### src/hw/rtl/joypad_serial_port_multitap_top_defines.svh
// Assertion macros shared by the joypad serial port RTL.
// Depends on nothing; the using module must have clk and rst_n in scope.
`ifndef JOYPAD_SERIAL_PORT_MULTITAP_TOP_DEFINES_SVH
`define JOYPAD_SERIAL_PORT_MULTITAP_TOP_DEFINES_SVH

// Same-cycle implication, checked outside reset
`define JSPM_ASSERT_NOW(label, ante, cons, msg) \
  label: assert property (@(posedge clk) disable iff (!rst_n) (ante) |-> (cons)) \
    else $error(msg);

// Next-cycle implication, checked outside reset
`define JSPM_ASSERT_NEXT(label, ante, cons, msg) \
  label: assert property (@(posedge clk) disable iff (!rst_n) (ante) |=> (cons)) \
    else $error(msg);

`endif

### src/hw/rtl/jspm_pkg.sv
// Shared types, constants and shift helpers for the joypad serial port.
// Used by jspm_in_reg, jspm_core and the top level; depends on nothing.
package jspm_pkg;

  localparam int NUM_PADS         = 5;
  localparam int AUTO_READ_SHIFTS = 16;
  localparam int PAD_W            = 16;
  localparam int READ_W           = 5;
  localparam int NUM_WORDS        = 4;
  localparam int TOP_BIT          = 15;

  localparam logic [PAD_W-1:0]  LATCH_MASK  = 16'hFFF0;
  localparam logic [READ_W-1:0] PORT1_FIXED = 5'h1C;
  localparam logic [1:0]        TAP_PRESENT = 2'h2;

  // Command codes
  localparam logic [1:0] CMD_STROBE = 2'd0;
  localparam logic [1:0] CMD_READ0  = 2'd1;
  localparam logic [1:0] CMD_READ1  = 2'd2;
  localparam logic [1:0] CMD_AUTO   = 2'd3;

  // Ones in the low AUTO_READ_SHIFTS bits
  localparam logic [PAD_W-1:0] AUTO_FILL =
    PAD_W'((17'(1) << AUTO_READ_SHIFTS) - 17'(1));

  // Packed stream widths
  localparam int IN_DATA_BITS  = 1 + NUM_PADS * PAD_W + NUM_PADS + 1;
  localparam int IN_DATA_W     = ((IN_DATA_BITS + 7) / 8) * 8;
  localparam int OUT_DATA_BITS = READ_W + NUM_WORDS * PAD_W;
  localparam int OUT_DATA_W    = ((OUT_DATA_BITS + 7) / 8) * 8;

  typedef logic [NUM_PADS-1:0][PAD_W-1:0]  pad_array_t;
  typedef logic [NUM_WORDS-1:0][PAD_W-1:0] word_array_t;

  // One input word after unpacking
  typedef struct packed {
    logic [1:0]          command;
    logic                strobe_value;
    pad_array_t          pad_buttons;
    logic [NUM_PADS-1:0] connected_mask;
    logic                port_select;
  } item_t;

  // Single serial read: shift left, fill with the connected bit
  function automatic logic [PAD_W-1:0] shift_one(input logic [PAD_W-1:0] x,
                                                 input logic fill);
    return {x[PAD_W-2:0], fill};
  endfunction

  // All dummy reads of an auto-read in one step
  function automatic logic [PAD_W-1:0] shift_auto(input logic [PAD_W-1:0] x,
                                                  input logic fill);
    logic [PAD_W-1:0] shifted;
    shifted = x << AUTO_READ_SHIFTS;
    return shifted | (fill ? AUTO_FILL : '0);
  endfunction

endpackage

### src/hw/rtl/jspm_in_reg.sv
// Input register stage: unpacks the stream word into an item and holds it.
// Depends on jspm_pkg.
module jspm_in_reg (
  input  logic                              clk,
  input  logic                              rst_n,
  input  logic                              in_tvalid,
  output logic                              in_tready,
  input  logic [jspm_pkg::IN_DATA_W-1:0]    in_tdata,
  input  logic [1:0]                        in_tuser,
  input  logic                              take,
  output logic                              item_valid,
  output jspm_pkg::item_t                   item
);

  logic            valid_r;
  logic            valid_nxt;
  jspm_pkg::item_t item_r;
  jspm_pkg::item_t item_nxt;

  // Accept when empty or when the held word moves on this cycle
  assign in_tready = !valid_r || take;

  // Unpack fields from the lowest bit up
  always_comb begin
    item_nxt.command        = in_tuser;
    item_nxt.strobe_value   = in_tdata[0];
    for (int i = 0; i < jspm_pkg::NUM_PADS; i++) begin
      item_nxt.pad_buttons[i] = in_tdata[1 + i*jspm_pkg::PAD_W +: jspm_pkg::PAD_W];
    end
    item_nxt.connected_mask =
      in_tdata[1 + jspm_pkg::NUM_PADS*jspm_pkg::PAD_W +: jspm_pkg::NUM_PADS];
    item_nxt.port_select    =
      in_tdata[1 + jspm_pkg::NUM_PADS*jspm_pkg::PAD_W + jspm_pkg::NUM_PADS];
  end

  assign valid_nxt = (in_tvalid && in_tready) || (valid_r && !take);

  // Hold the valid flag
  always_ff @(posedge clk) begin
    if (!rst_n) begin
      valid_r <= 1'b0;
    end else begin
      valid_r <= valid_nxt;
    end
  end

  // Load the payload on accept
  always_ff @(posedge clk) begin
    if (in_tvalid && in_tready) begin
      item_r <= item_nxt;
    end
  end

  assign item_valid = valid_r;
  assign item       = item_r;

endmodule

### src/hw/rtl/jspm_core.sv
// Shift-register state, command logic and result register.
// Depends on jspm_pkg and joypad_serial_port_multitap_top_defines.svh.
`include "joypad_serial_port_multitap_top_defines.svh"

module jspm_core (
  input  logic                              clk,
  input  logic                              rst_n,
  input  logic                              item_valid,
  input  jspm_pkg::item_t                   item,
  output logic                              take,
  output logic                              out_tvalid,
  input  logic                              out_tready,
  output logic [jspm_pkg::OUT_DATA_W-1:0]   out_tdata
);

  jspm_pkg::pad_array_t             pad_shift_r;
  jspm_pkg::pad_array_t             pad_shift_nxt;
  jspm_pkg::pad_array_t             latched;
  logic                             strobe_r;
  logic                             strobe_nxt;
  jspm_pkg::word_array_t            words_r;
  jspm_pkg::word_array_t            words_nxt;
  logic                             out_valid_r;
  logic                             out_valid_nxt;
  logic [jspm_pkg::READ_W-1:0]      read_r;
  logic [jspm_pkg::READ_W-1:0]      read_nxt;
  jspm_pkg::word_array_t            joy_r;
  logic                             tap;
  logic [1:0]                       port1_bits;
  logic [jspm_pkg::NUM_PADS-1:0]    conn;

  // Advance when the result register is free or drains this cycle
  assign take = item_valid && (!out_valid_r || out_tready);

  assign conn = item.connected_mask;
  assign tap  = |conn[4:2];

  // Strobe latch values: upper button bits, zero when disconnected
  always_comb begin
    for (int i = 0; i < jspm_pkg::NUM_PADS; i++) begin
      latched[i] = conn[i] ? (item.pad_buttons[i] & jspm_pkg::LATCH_MASK) : '0;
    end
  end

  // Next state and read value for one word
  always_comb begin
    pad_shift_nxt = pad_shift_r;
    strobe_nxt    = strobe_r;
    words_nxt     = words_r;
    read_nxt      = '0;
    port1_bits    = '0;
    case (item.command)
      jspm_pkg::CMD_STROBE: begin
        if (item.strobe_value && !strobe_r) begin
          pad_shift_nxt = latched;
        end
        strobe_nxt = item.strobe_value;
      end
      jspm_pkg::CMD_READ0: begin
        read_nxt = {{(jspm_pkg::READ_W-1){1'b0}}, pad_shift_r[0][jspm_pkg::TOP_BIT]};
        if (!strobe_r) begin
          pad_shift_nxt[0] = jspm_pkg::shift_one(pad_shift_r[0], conn[0]);
        end
      end
      jspm_pkg::CMD_READ1: begin
        if (!tap) begin
          port1_bits = {1'b0, pad_shift_r[1][jspm_pkg::TOP_BIT]};
          if (!strobe_r) begin
            pad_shift_nxt[1] = jspm_pkg::shift_one(pad_shift_r[1], conn[1]);
          end
        end else if (strobe_r) begin
          port1_bits = jspm_pkg::TAP_PRESENT;
        end else if (item.port_select) begin
          port1_bits = {pad_shift_r[2][jspm_pkg::TOP_BIT], pad_shift_r[1][jspm_pkg::TOP_BIT]};
          pad_shift_nxt[1] = jspm_pkg::shift_one(pad_shift_r[1], conn[1]);
          pad_shift_nxt[2] = jspm_pkg::shift_one(pad_shift_r[2], conn[2]);
        end else begin
          port1_bits = {pad_shift_r[4][jspm_pkg::TOP_BIT], pad_shift_r[3][jspm_pkg::TOP_BIT]};
          pad_shift_nxt[3] = jspm_pkg::shift_one(pad_shift_r[3], conn[3]);
          pad_shift_nxt[4] = jspm_pkg::shift_one(pad_shift_r[4], conn[4]);
        end
        read_nxt = {{(jspm_pkg::READ_W-2){1'b0}}, port1_bits} | jspm_pkg::PORT1_FIXED;
      end
      jspm_pkg::CMD_AUTO: begin
        // Latch always happens; capture words, then apply the dummy reads
        words_nxt[0] = latched[0];
        words_nxt[1] = latched[1];
        words_nxt[2] = item.port_select ? latched[1] : latched[3];
        words_nxt[3] = item.port_select ? latched[2] : latched[4];
        pad_shift_nxt    = latched;
        pad_shift_nxt[0] = jspm_pkg::shift_auto(latched[0], conn[0]);
        if (!tap) begin
          pad_shift_nxt[1] = jspm_pkg::shift_auto(latched[1], conn[1]);
        end else if (item.port_select) begin
          pad_shift_nxt[1] = jspm_pkg::shift_auto(latched[1], conn[1]);
          pad_shift_nxt[2] = jspm_pkg::shift_auto(latched[2], conn[2]);
        end else begin
          pad_shift_nxt[3] = jspm_pkg::shift_auto(latched[3], conn[3]);
          pad_shift_nxt[4] = jspm_pkg::shift_auto(latched[4], conn[4]);
        end
        strobe_nxt = 1'b0;
      end
      default: begin
        pad_shift_nxt = pad_shift_r;
      end
    endcase
  end

  // Update state on advance
  always_ff @(posedge clk) begin
    if (!rst_n) begin
      pad_shift_r <= '0;
      strobe_r    <= 1'b0;
      words_r     <= '0;
    end else if (take) begin
      pad_shift_r <= pad_shift_nxt;
      strobe_r    <= strobe_nxt;
      words_r     <= words_nxt;
    end
  end

  assign out_valid_nxt = take || (out_valid_r && !out_tready);

  // Hold the result valid flag
  always_ff @(posedge clk) begin
    if (!rst_n) begin
      out_valid_r <= 1'b0;
    end else begin
      out_valid_r <= out_valid_nxt;
    end
  end

  // Load the result payload on advance
  always_ff @(posedge clk) begin
    if (take) begin
      read_r <= read_nxt;
      joy_r  <= words_nxt;
    end
  end

  assign out_tvalid = out_valid_r;
  assign out_tdata  = {{(jspm_pkg::OUT_DATA_W - jspm_pkg::OUT_DATA_BITS){1'b0}},
                       joy_r[3], joy_r[2], joy_r[1], joy_r[0], read_r};

  `JSPM_ASSERT_NEXT(a_auto_clears_strobe, take && item.command == jspm_pkg::CMD_AUTO,
    !strobe_r, "auto-read left strobe high")
  `JSPM_ASSERT_NEXT(a_port1_fixed_bits, take && item.command == jspm_pkg::CMD_READ1,
    read_r[4:2] == 3'b111, "port 1 read lost fixed bits")
  `JSPM_ASSERT_NEXT(a_strobe_read_zero, take && item.command == jspm_pkg::CMD_STROBE,
    read_r == '0, "strobe write gave nonzero read data")
  `JSPM_ASSERT_NEXT(a_port0_hold, take && item.command == jspm_pkg::CMD_READ0 && strobe_r,
    $stable(pad_shift_r[0]), "port 0 shifted while strobe high")

endmodule

### src/hw/rtl/joypad_serial_port_multitap_top.sv
// Top level of the five-pad serial joypad port with multitap.
// Depends on jspm_pkg, jspm_in_reg and jspm_core.
//
// Usage:
//   Input stream: in_tuser carries the command (strobe write, read port 0,
//   read port 1, auto-read); in_tdata carries the strobe bit, the five pad
//   button words, the connected mask and the port select.
//   Output stream: one word per input word, carrying the serial read value
//   and the four auto-read joy words.
//   Path: an accepted word sits in the input register until the core takes
//   it, which loads the result register and raises out_tvalid.
//   Throughput: one word per cycle if out_tready is high; every command,
//   auto-read included, finishes in a single pass of logic between the
//   two registers, and the pad shift registers update in that same cycle.
//   Reset: rst_n low at a clock edge clears both valid flags, all shift
//   registers, the strobe level and the auto-read words.
//   Stall: while out_tready is low the result is held; one more word is
//   still taken into an empty input register, after which in_tready drops.
module joypad_serial_port_multitap_top (
  input  logic                            clk,
  input  logic                            rst_n,
  input  logic                            in_tvalid,
  output logic                            in_tready,
  // [0] strobe_value, [16:1] pad0_buttons, [32:17] pad1_buttons,
  // [48:33] pad2_buttons, [64:49] pad3_buttons, [80:65] pad4_buttons,
  // [85:81] connected_mask, [86] port_select, [87] zero
  input  logic [jspm_pkg::IN_DATA_W-1:0]  in_tdata,
  // [1:0] command
  input  logic [1:0]                      in_tuser,
  output logic                            out_tvalid,
  input  logic                            out_tready,
  // [4:0] read_data, [20:5] joy_word1, [36:21] joy_word2,
  // [52:37] joy_word3, [68:53] joy_word4, [71:69] zero
  output logic [jspm_pkg::OUT_DATA_W-1:0] out_tdata
);

  logic            take;
  logic            item_valid;
  jspm_pkg::item_t item;

  // Input register
  jspm_in_reg u_in_reg (
    .clk        (clk),
    .rst_n      (rst_n),
    .in_tvalid  (in_tvalid),
    .in_tready  (in_tready),
    .in_tdata   (in_tdata),
    .in_tuser   (in_tuser),
    .take       (take),
    .item_valid (item_valid),
    .item       (item)
  );

  // State, command logic and result register
  jspm_core u_core (
    .clk        (clk),
    .rst_n      (rst_n),
    .item_valid (item_valid),
    .item       (item),
    .take       (take),
    .out_tvalid (out_tvalid),
    .out_tready (out_tready),
    .out_tdata  (out_tdata)
  );

endmodule
### config.mk
export PLATFORM = sky130hd
export DESIGN_NAME = joypad_serial_port_multitap_top
export DESIGN_NICKNAME = d
export VERILOG_FILES = /design/src/hw/rtl/jspm_pkg.sv /design/src/hw/rtl/jspm_in_reg.sv /design/src/hw/rtl/jspm_core.sv /design/src/hw/rtl/joypad_serial_port_multitap_top.sv
export VERILOG_INCLUDE_DIRS = /design/src /design/src/hw/rtl
export SDC_FILE = /design/constraint.sdc
export NUM_CORES = 1
export LEC_CHECK = 0
export ABC_AREA = 1
export BUFFER_PORTS_ARGS = -buffer_cell sky130_fd_sc_hd__buf_2
export CAP_MARGIN = 40
export CORE_AREA = 2 2 173 175
export DETAILED_ROUTE_END_ITERATION = 8
export DIE_AREA = 0 0 175 177
export PLACE_DENSITY_LB_ADDON = 0.3
export SLEW_MARGIN = 20
export SYNTH_ARGS = -nofsm -noshare
export SYNTH_HDL_FRONTEND = slang
export SYNTH_SLANG_ARGS = --single-unit
### constraint.sdc
create_clock -name clk -period 2.8 [get_ports clk]
set_input_delay 0.14 -clock clk [delete_from_list [all_inputs] [get_ports clk]]
set_output_delay 0.14 -clock clk [all_outputs]
set_load 0.03 [all_outputs]
# [After elaboration in Yosys (flattened, before gate mapping)]
# Index checks and enable logic that the tools add are counted.
[totals] register_bits=305 input_bits=94 output_inout_bits=74 elab_cells=92
[op_classes] eq_ne=10 mux=32 reduce_logical=24
[ops] operator="$mux 16" n=16
[ops] operator="$pmux 64 s3" n=1
[ops] operator="$mux 32" n=4
[ops] operator="$mux 64" n=2
[ops] operator="$mux 48" n=2
[ops] operator="$mux 80" n=1
[ops] operator="$pmux 16 s3" n=1
[ops] operator="$reduce_and 6->1" n=2
[ops] operator="$pmux 5 s2" n=1
[ops] operator="$ne 2x2->1 const B" n=4
[ops] operator="$mux 2" n=3
[ops] operator="$reduce_bool 3->1" n=2
[ops] operator="$logic_and 1x1->1" n=5
[ops] operator="$logic_not 1->1" n=5
[ops] operator="$reduce_and 5->1" n=1
[ops] operator="$eq 2x2->1 const B" n=2
[ops] operator="$logic_or 1x1->1" n=4
[ops] operator="$ne 2x1->1 const B" n=2
[ops] operator="$reduce_and 4->1" n=1
[ops] operator="$ne 3x3->1 const B" n=1
[ops] operator="$reduce_or 3->1" n=1
[ops] operator="$eq 2x1->1 const B" n=1
[ops] operator="$logic_not 2->1" n=1
[ops] operator="$pmux 1 s2" n=1
[ops] operator="other kinds (2)" n=2

# [Longest topological paths before layout]
[logic_depth] ltp_word=6 ltp_mapped=11

# [Hierarchy]
# From an unflattened synthesis, not the netlist that was laid out.
[hier_totals] cells_unflattened=1498 hier_area_um2=12639.6
[modules_own_cells] module="jspm_core" n_inst=1 cells_each=1402 area_per_inst_um2=9915.8 seq_area_each_um2=4934.7
[modules_own_cells] module="jspm_in_reg" n_inst=1 cells_each=96 area_per_inst_um2=2723.9 seq_area_each_um2=2692.6

# [Worst setup path after synthesis]
# OpenSTA, ideal clock, no wires.
[synth_path] path_type="register -> register" start="register u_core.out_valid_r, in the netlist u_core.out_tvalid" end="register u_in_reg.item_r, in the netlist u_in_reg.item[0], enable pin" setup_ns=0.423 arrival_time_ns=2.222 path_slack_ns=0.155 stages_incl_launch_ff=4 n_path_buf=0 synth_period_minus_slack_ns=2.645 cell_sequence="dfxtp_1 -> nand3_1 -> nand2_1 -> inv_1"
[synth_between] elab_chain_len=5
[synth_rtl] element="start, declared" line_no="jspm_core.sv:23" rtl="logic out_valid_r;"
[synth_rtl] element="start signal, assigned" line_no="jspm_core.sv:129" rtl="out_valid_r <= out_valid_nxt;"
[synth_rtl] element="$logic_not 1->1" line_no="jspm_core.sv:33" rtl="assign take = item_valid && (!out_valid_r || out_tready);"
[synth_rtl] element="$logic_or 1x1->1" line_no="jspm_core.sv:33"
[synth_rtl] element="$logic_and 1x1->1" line_no="jspm_core.sv:33"
[synth_rtl] element="$logic_or 1x1->1" line_no="jspm_in_reg.sv:21" rtl="assign in_tready = !valid_r || take;"
[synth_rtl] element="net in_tready" line_no="joypad_serial_port_multitap_top.sv:23" rtl="output logic in_tready,"
[synth_rtl] element="$logic_and 1x1->1" line_no="jspm_in_reg.sv:49" rtl="if (in_tvalid && in_tready) begin"
[synth_rtl] element="end signal, assigned" line_no="jspm_in_reg.sv:50" rtl="item_r <= item_nxt;"
[synth_rtl] element="end, declared" line_no="jspm_in_reg.sv:17" rtl="jspm_pkg::item_t item_r;"
# The timed path passes the listed nets, and every way through them passes these cells.
# A chain may end at the register's enable or synchronous reset.

# [Worst setup path in the final report]
[layout_path] start="register u_in_reg.item_r, in the netlist u_in_reg.item[87]" end="register u_core.pad_shift_r[28] (netlist bit)"
[layout_between] elab_chain_len=3
[layout_rtl] element="$eq 2x2->1 / $logic_not 2->1 (equally long branches)" line_no="jspm_core.sv:52" rtl="case (item.command)"
[layout_rtl] element="$ne 3x3->1 (no line) (tied with other cells)"
[layout_rtl] element="$reduce_and 5->1 (no line)"
[layout_rtl] element="end signal, assigned" line_no="jspm_core.sv:116" rtl="pad_shift_r <= pad_shift_nxt;"
[layout_rtl] element="end, declared" line_no="jspm_core.sv:16" rtl="jspm_pkg::pad_array_t pad_shift_r;"
# Parallel ways exist; a longest one is shown, timed or not.

==> impl_results.md <==
* Cells after Synth at 1501
* Fin nets at 1786
* Hold Path Sink: u_in_reg.item[15]
* Final Skew at 0.0215 ns
* Clock power frac at 0.421
* Root buf cell: clkbuf_16
* Pwr Density at 654 nW/um^2
* Final worst-path cycle share at 0.817
* Post-synth top cells: nand2_1, nor2_1, dfxtp_1
* Die area at 31000 sq um
* Placed cell areas at 13300 sq um
* Hold_ws at 0.296 ns
* Avg Inst Size Synth at 8.20 sq um
* Fmax at 0.437 GHz
* Drt via density at 4.79
* R2R Path Start: u_in_reg.item[87]
* Final std cell area, no fill at 15000 sq um
* Initial antenna violation count at 0
* RSZ-0062 raised after global routing: no
* Die Wd at 175 microns
* Count of buffers from port buffering at 143
* Rows at 63
* Pre-Repair DR Iteration Count at 5
* Routed Antenna Nets at 0
* Vias in the first global route at 9328
* Initial core utilization at 0.421
* 1st-iter DRT viols at 818
* Largest net degree at the start of global routing at 76
* CTS tree: built
* HP Class: primary input to flop
* Seq/Total Area, Yosys at 0.571
* Antenna cells at 0
* Gr usage total at 0.193
* Sequential power share at 0.475
* FF-to-FF path depth at 10
* Combinational Power Share at 0.104
* Detailed-route DRC error count at 0
* Transition time of the tightest slew-check pin at 0.714 ns
* Maxcap violations at 0
* Mapped Area at 12300 sq um
* Vias after detailed routing at 10100
* CTS Sinks at 283
* DP HPWL at 18900 microns
* Dominant cell type by area after synthesis: edfxtp_1
* Final TNS setup at 0 ns
* Yosys top cell area share at 0.332
* Share of layout cells above drive strength 1 at 0.143
* EDFF count, synth at 136
* Hold Path Depth at 2
* HP Start: in_tdata[10]
* Synth async-reset ratio at 0
* Worst-Skew Late Latency at 0.56 ns
* CP Class: flop to flop
* H-tree Lvls at 1
* Clock transition at path regs at 0.06 ns
* Grt total ovfl at 0
* P_int at 7450 uW
* Final hold vios at 0
* Worst EP arrival at 2.72 ns
* CP max FO at 23
* CTS max path bufs at 3
* I/O Pins at 168
* First-pass GRT wire length at 48400 microns
* Cell variety after synth at 36
* Startpoint types: flop
* Number of buffers created by CTS at 30
* Core area at 29200 sq um
* Worst setup EP type: flop
* Post-Route WL at 30200 microns
* Final Max Slew Viols at 0
* Peak supply drop at 0.000499 V
* Top cells by area in the synthesized netlist: edfxtp_1, dfxtp_1, nand2_1, nor2_1, inv_1
* YS warnings at 0
* Reg-to-Reg End: u_core.pad_shift_r[28]
* FF+latch count, synth at 283
* Syn-to-layout area delta at 22.1%
* P_sw at 2380 uW
* Max_slew headroom at 0.523
* Wire per inst at 14.4 microns
* Period minus WS final at 2.29 ns
* Worst path required time at 3.23 ns
* Most frequent cell after synthesis: nand2_1
* Setup slack, reg-to-reg at 0.51 ns
* Switching share of power at 0.242
* Die H at 177 microns
* P_leak at 0.00678 uW
* Status: completed
* Final setup violation count at 0
* Top_reg_cell synth: dfxtp_1
* GPL Wtd Cong at 0.784
cells by family (layout without fill, tap and decap cells):
logic type / count (synthesis) / count (layout) / share of synthesized area
flops: 283 / 283 / 0.571
buf+inv: 243 / 451 / 0.0875
compound gates: 179 / 179 / 0.0812
fa+ha+maj: 5 / 5 / 0.00508
other cells: 1 / 3 / 0.000305
simple gates: 790 / 790 / 0.255
power by group through the flow:
stage	Combinational (uW)	Sequential (uW)	Clock [uW]
2_1_floorplan	616	4800	0
3_3_place_gp	922	4760	0
3_5_place_dp	936	4760	0
4_1_cts	1020	4670	4230
5_1_grt	1150	4690	4400
6_report	1020	4670	4150
layout by cell type (no fill, tap or decap), drive strengths merged:
cell	n
dfxtp	147
dlygate4sd3	73
buf	166
o21ai	72
nand4	2
ha	5
a22oi	11
nand2	452
bufinv	5
o211ai	9
a211o	4
clkinv	12
clkbuf	40
inv	154
clkinvlp	1
nand3b	1
nand3	57
o21bai	7
a211oi	3
nor3	16
conb	3
a21boi	1
nor2	262
edfxtp	136
a21oi	72
flip-flops by register name, summed over array words and instances (netlist names):
| register | count |
|---|---|
| u_core.out_tdata | 64 |
| u_core.out_tvalid | 1 |
| u_core.pad_shift_r | 80 |
| u_core.read_r | 3 |
| u_core.strobe_r | 1 |
| u_core.words_r | 64 |
| u_in_reg.item | 69 |
| u_in_reg.item_valid | 1 |
worst max-delay path by stage:
stage,from,to,slack [ns],cells past startpoint
final,u_in_reg.item[87],u_core.pad_shift_r[28],0.51,10
after global routing,u_in_reg.item[87],u_core.pad_shift_r[25],0.25,9
after floorplan,u_core.out_tvalid,u_in_reg.item[0],0.16,3
after global placement,u_in_reg.item[87],u_core.pad_shift_r[28],0.55,10
after CTS,u_in_reg.item[87],u_core.pad_shift_r[28],0.51,10
after detailed placement,u_in_reg.item[88],u_core.words_r[31],0.54,5
layout make-up:
| type | instances | area (sq um) |
|---|---|---|
| fillers | 2766 | 14200 |
| well taps | 390 | 488 |
| multi-input cells | 977 | 4230 |
| clock inverters | 16 | 213 |
| clock buffers | 40 | 830 |
| repair buffers | 239 | 1660 |
| flip-flops and latches | 283 | 7030 |
| inverters | 156 | 593 |
worst max-delay path, cell delays in order, from the launching register on:
cell,delay (ns)
edfxtp_1,0.42
inv_1,0.13
ha_2,0.51
nand2_1,0.10
buf_4,0.19
inv_1,0.39
nor2_1,0.08
a21oi_1,0.13
nand2_1,0.06
nor2_1,0.09
nor2_1,0.06
metrics by stage:
stage / cells / setup WS (ns) / utilization / total power (uW)
after CTS: 2101 / 0.514 / 0.514 / 9930
after global placement: 1972 / 0.552 / 0.454 / 5680
final: 2101 / 0.513 / 0.514 / 9840
after floorplan: 1503 / 0.155 / - / 5420
after global routing: 2101 / 0.254 / 0.514 / 10200
after detailed placement: 1972 / 0.542 / 0.454 / 5690
timing repair:
item | 4_1_cts | 5_1_grt
hold buffers | 73 | 0
resized for setup | 0 | 0
setup buffers | 0 | 0
hold endpoints to repair | 84 | 0
endpoints found under the setup margin | 0 | 0
routing by layer:
metal / GRT usage / vias to the layer above / part of all wire
met5: 0 / - / 0
met4: 0.0698 / 0 / 0.030
met3: 0.0279 / 58 / 0.054
met2: 0.330 / 291 / 0.48
met1: 0.251 / 4601 / 0.44
li1: - / 5112 / -
No activity file was read; power rests on OpenSTA's default activity.
